`src/rtl/core/lphs_pkg.sv`:
```
// ============================================================================
// lphs_pkg
// Shared types and constants for the linear probe hash store: the item
// structures on the ports, the stored record and the status codes.
// ============================================================================
`default_nettype none

package lphs_pkg;

  // Field widths fixed by the item format.
  localparam int KEY_W     = 31;
  localparam int NAME_W    = 48;
  localparam int SAL_W     = 31;
  localparam int STATUS_W  = 2;
  localparam int SLOT_W    = 5;
  localparam int CFG_W     = 6;

  // Default table depth and the cap on results in one listing.
  localparam int SLOTS_DEF = 32;
  localparam int MAX_OUT   = 32;
  localparam int CNT_W     = $clog2(MAX_OUT);

  // Reset value of the table size register.
  localparam logic [CFG_W-1:0] TABLE_SIZE_RST = CFG_W'(32);

  // Function codes of an input item.
  localparam logic FUNC_INSERT = 1'b0;
  localparam logic FUNC_LIST   = 1'b1;

  // Status codes of a result item.
  localparam logic [STATUS_W-1:0] ST_STORED = 2'd0;
  localparam logic [STATUS_W-1:0] ST_FULL   = 2'd1;
  localparam logic [STATUS_W-1:0] ST_LISTED = 2'd2;
  localparam logic [STATUS_W-1:0] ST_EMPTY  = 2'd3;

  typedef struct packed {
    logic              func;
    logic [KEY_W-1:0]  key;
    logic [NAME_W-1:0] name_chars_0_5;
    logic [NAME_W-1:0] name_chars_6_11;
    logic [NAME_W-1:0] name_chars_12_17;
    logic [SAL_W-1:0]  salary;
  } in_item_t;

  typedef struct packed {
    logic [STATUS_W-1:0] status;
    logic [SLOT_W-1:0]   slot;
    logic [KEY_W-1:0]    out_key;
    logic [NAME_W-1:0]   out_name_0_5;
    logic [NAME_W-1:0]   out_name_6_11;
    logic [NAME_W-1:0]   out_name_12_17;
    logic [SAL_W-1:0]    out_salary;
    logic                last;
  } out_item_t;

  // One stored record.
  typedef struct packed {
    logic [KEY_W-1:0]  key;
    logic [NAME_W-1:0] name_low;
    logic [NAME_W-1:0] name_mid;
    logic [NAME_W-1:0] name_high;
    logic [SAL_W-1:0]  salary;
  } record_t;

endpackage

`default_nettype wire

```
`src/rtl/core/lphs_mod.sv`:
```
// ============================================================================
// lphs_mod
// Restoring remainder unit: reduces the key modulo the table size, one
// dividend bit per cycle, and pulses done with the remainder.
// ============================================================================
`default_nettype none

module lphs_mod #(
  parameter int SLOTS = lphs_pkg::SLOTS_DEF
) (
  input  logic                           clk,
  input  logic                           rst_n,
  input  logic                           start,
  input  logic [lphs_pkg::KEY_W-1:0]     dividend,
  input  logic [$clog2(SLOTS+1)-1:0]     divisor,
  output logic                           done,
  output logic [$clog2(SLOTS+1)-1:0]     rem
);
  import lphs_pkg::*;

  localparam int NW    = $clog2(SLOTS + 1);
  localparam int STEPW = $clog2(KEY_W);

  logic             run_r,  run_nxt;
  logic             done_r, done_nxt;
  logic [STEPW-1:0] step_r, step_nxt;
  logic [KEY_W-1:0] dvd_r,  dvd_nxt;
  logic [NW-1:0]    rem_r,  rem_nxt;
  logic [NW:0]      trial;

  // One restoring step: shift in the next key bit, subtract if it fits.
  always_comb begin
    trial    = {rem_r, dvd_r[KEY_W-1]};
    run_nxt  = run_r;
    done_nxt = 1'b0;
    step_nxt = step_r;
    dvd_nxt  = dvd_r;
    rem_nxt  = rem_r;
    if (start) begin
      run_nxt  = 1'b1;
      step_nxt = '0;
      dvd_nxt  = dividend;
      rem_nxt  = '0;
    end else if (run_r) begin
      dvd_nxt  = {dvd_r[KEY_W-2:0], 1'b0};
      step_nxt = step_r + STEPW'(1);
      if (trial >= {1'b0, divisor}) begin
        rem_nxt = NW'(trial - {1'b0, divisor});
      end else begin
        rem_nxt = NW'(trial);
      end
      if (step_r == STEPW'(KEY_W - 1)) begin
        run_nxt  = 1'b0;
        done_nxt = 1'b1;
      end
    end
  end

  always_ff @(posedge clk) begin
    if (!rst_n) begin
      run_r  <= 1'b0;
      done_r <= 1'b0;
    end else begin
      run_r  <= run_nxt;
      done_r <= done_nxt;
    end
    step_r <= step_nxt;
    dvd_r  <= dvd_nxt;
    rem_r  <= rem_nxt;
  end

  assign done = done_r;
  assign rem  = rem_r;

endmodule

`default_nettype wire

```
`config.mk`:
```
export PLATFORM = sky130hd
export DESIGN_NAME = lphs_mod
export DESIGN_NICKNAME = d
export VERILOG_FILES = /design/src/rtl/core/lphs_pkg.sv /design/src/rtl/core/lphs_mod.sv
export SDC_FILE = /design/constraint.sdc
export NUM_CORES = 1
export LEC_CHECK = 0
export ABC_AREA = 0
export ABC_CLOCK_PERIOD_IN_PS = 1800
export BUFFER_PORTS_ARGS = -buffer_cell sky130_fd_sc_hd__buf_4
export CORE_MARGIN = 1.5
export CORE_UTILIZATION = 30
export DETAILED_ROUTE_END_ITERATION = 8
export PLACE_DENSITY = 0.6
export RECOVER_POWER = 25
export SYNTH_ARGS = -nofsm -noshare
export SYNTH_HDL_FRONTEND = slang
export SYNTH_SLANG_ARGS = --single-unit
```
`constraint.sdc`:
```
create_clock -name clk -period 1.8 [get_ports clk]
set_input_delay 0.09 -clock clk [delete_from_list [all_inputs] [get_ports clk]]
set_output_delay 0.09 -clock clk [all_outputs]
set_load 0.1 [all_outputs]
```
==> reports/metrics.cfg <==
[synthesis]
synth_top_area_frac = 0.434
synth-seq-cells = 44
synth_fp_nets = 216
synth_cell_types = 33
muxShareOfSynthArea = 0.171
synth_top_family_by_area = multiplexers
synthCells = 166
synth_simple_gate_area_frac = 0.0804
synth_xor_area_frac = 0.0286
synth_area_leader_cell = edfxtp_1
synthAdderAreaFrac = 0.0618
synthTopCellsByArea = edfxtp_1 (43%), mux2_2 (16%), dfxtp_1 (12%), ha_1 (5.2%), inv_1 (2.1%)
yosysWarnings = 0
seq_area_frac_synth = 0.555
synth_compound_area_frac = 0.0717
syn_area_um2 = 2150
syn_avg_cell_area_um2 = 12.9

[flow_run]
maxCapViolCount = 0

[cts]
cts_tree = yes
cts_max_path_buffers = 2
clk_latency_ns = 0.30
cts_buffers = 5
clk_pin_slew_worst_paths_ns = 0.08
root_buffer = clkbuf_8
htreeDepth = 2
clock_sinks = 44
cts_hold_buf = 0

[global_routing]
grt_pass1_wl_mm = 6.88
track_usage = 0.118
grt_util_met3 = 0.0481
overflow = 0
grt_pass1_vias = 1437
grt_start_max_net_pins = 35
busiest_layer = met2
grt_util_met1 = 0.151
antenna_found_initial = 0
use_met2 = 0.190

[drt]
route.detailed.drc = 0
antenna_left = 0
drtPass1Iterations = 4
viasPerCell = 4.50
first_iter_violations = 56
wl_per_cell_um = 12.9
via_count = 1481
wirelength_mm = 4.25

[setup_path]
critPathKind = reg -> reg
crit_fanout = 7
rr_worst_depth = 7
endpoint_kind = register
slowest_stage = dfxtp_4
cp.required_ns = 1.98
start_kind = register
critPathBufInv = 1
worstSetupPathDepth = 7
cpPeakStageDelay_ns = 0.36
path_delay_family = compound AO/OA/AOI/OAI gates
arrival_ns = 2.04
cp_cell_sequence = ha_4, a21o_1, a211o_1, a41oi_4, buf_4, mux2i_1, o21ai_1

[floorplan]
rows = 30
core-area_um2 = 6870
ios = 47
die-area_um2 = 7670
die_h_um = 87.6
start_util = 0.313
fp.dieW_um = 87.6

[timing]
final_hold_viol_count = 0
worst_slack_ns = -0.0588
worst_slew_pin_slew_ns = 0.509
setup_viol = 5
period_minus_slack_ns = 1.86
max_slew_margin = 0.661
period_share = 1.03
maxSlewViolCount = 0
rsz0062_at_grt = true
setup-tns-final_ns = -0.176
fmax_ghz = 0.538
finClkSkew_ns = 0.00364

[place]
dp_hpwl_mm = 3.01
port_buffers = 46
gp_congestion = 0.761

[power]
p_leak_nw = 1.19
powerDensity_nw_per_um2 = 819
ir_drop_v = 0.000401

[outcome]
violations = setup timing
outcome = finished, violations left

[final_layout]
final_common_cell = buf_4
syn_to_final_growth_pct = 36.5
finalNetCount = 282
layout-drive-gt1-share = 0.502
utilization = 0.427
final_cell_mix = buf_4 (62), edfxtp_1 (31), mux2_2 (30), inv_1 (11), nor2_1 (11)
num_antenna_cells = 0

[min_path]
hp-class = in -> reg
holdPathStages = 3

[path summary, 6_finish.rpt]
kind | startpoint | to | slack (ns)
max | rem[3] | rem[4] | -0.06
min | rst_n | run_r | 0.03
max reg2reg | rem[3] | rem[4] | -0.06
min reg2reg | rem[4] | rem[4] | 0.50
[synthesized netlist by cell type, drive strengths merged]
master,instances
edfxtp,31
mux2,30
clkbuf,5
nand2,5
nor3,3
mux2i,3
nor4b,1
a21o,1
a211oi,2
nand4,3
a41oi,1
o311ai,1
fa,1
nor2,11
dfxtp,13
buf,1
a21oi,6
xor2,5
o21ai,6
a211o,1
nand2b,3
a32oi,1
o31ai,1
inv,12
nor2b,3
xnor2,2
nor3b,1
a311o,1
and2,1
ha,9
or4b,1
nand4b,1
[metrics by stage]
stage	setup slack, ns	area [um2]	cells	total power [mW]	hold WS [ns]
2_1_floorplan	-0.213	2200	166	1.48	0.226
3_3_place_gp	-0.0201	2750	317	1.64	0.351
3_5_place_dp	-0.0947	2750	317	1.64	0.340
4_1_cts	-0.0466	2900	329	2.42	0.0298
5_1_grt	-0.122	2930	329	2.52	0.0253
6_report	-0.0588	2930	329	2.40	0.0252
[cells by family (layout without fill, tap and decap cells)]
group / count (synthesis) / count (layout)
flip-flops: 44 / 44
adder cells (fa/ha/maj): 10 / 10
AND/OR/NAND/NOR: 33 / 33
AO/OA/AOI/OAI: 21 / 21
buffers and inverters: 18 / 85
multiplexers: 33 / 33
XOR/XNOR: 7 / 7
[layout make-up]
| cell class | instances | area (um2) |
|---|---|---|
| tap | 96 | 120 |
| clock buffer | 5 | 68.8 |
| sequential | 44 | 1210 |
| multi-input combinational | 104 | 951 |
| timing repair buffer | 65 | 492 |
| clock inverter | 3 | 42.5 |
| inverter | 12 | 45.0 |
| fill | 667 | 3940 |
[worst reg2reg max path: stages, from the launching register on]
cell and delay [ns]:
dfxtp_4 0.36, ha_4 0.23, a21o_1 0.15, a211o_1 0.29, a41oi_4 0.31, buf_4 0.18
mux2i_1 0.17, o21ai_1 0.07
[what timing repair did]
item	CTS	global route
setup endpoints to repair	3	6
hold endpoints to repair	0	0
pin swaps	3	1
resized for setup	1	8
buffers inserted	4	0
[where the power goes]
group          switching (mW)  internal [mW]  total, mW
Clock                   0.348          0.411      0.760
Combinational           0.203          0.224      0.427
Sequential             0.0288           1.18       1.21
Total                   0.581           1.82       2.40
[registers in the layout, indices dropped and copies added, names as in the netlist]
| name | count |
|---|---|
| run_r | 1 |
| step_r | 5 |
| done | 1 |
| rem | 6 |
| dvd_r | 31 |
[routing by layer]
metal	vias up	share of wire
li1	736	-
met1	706	0.45
met2	37	0.48
met3	2	0.060
met4	0	0.0038
met5	-	0
Note: power is estimated with default switching activity, not from simulation.
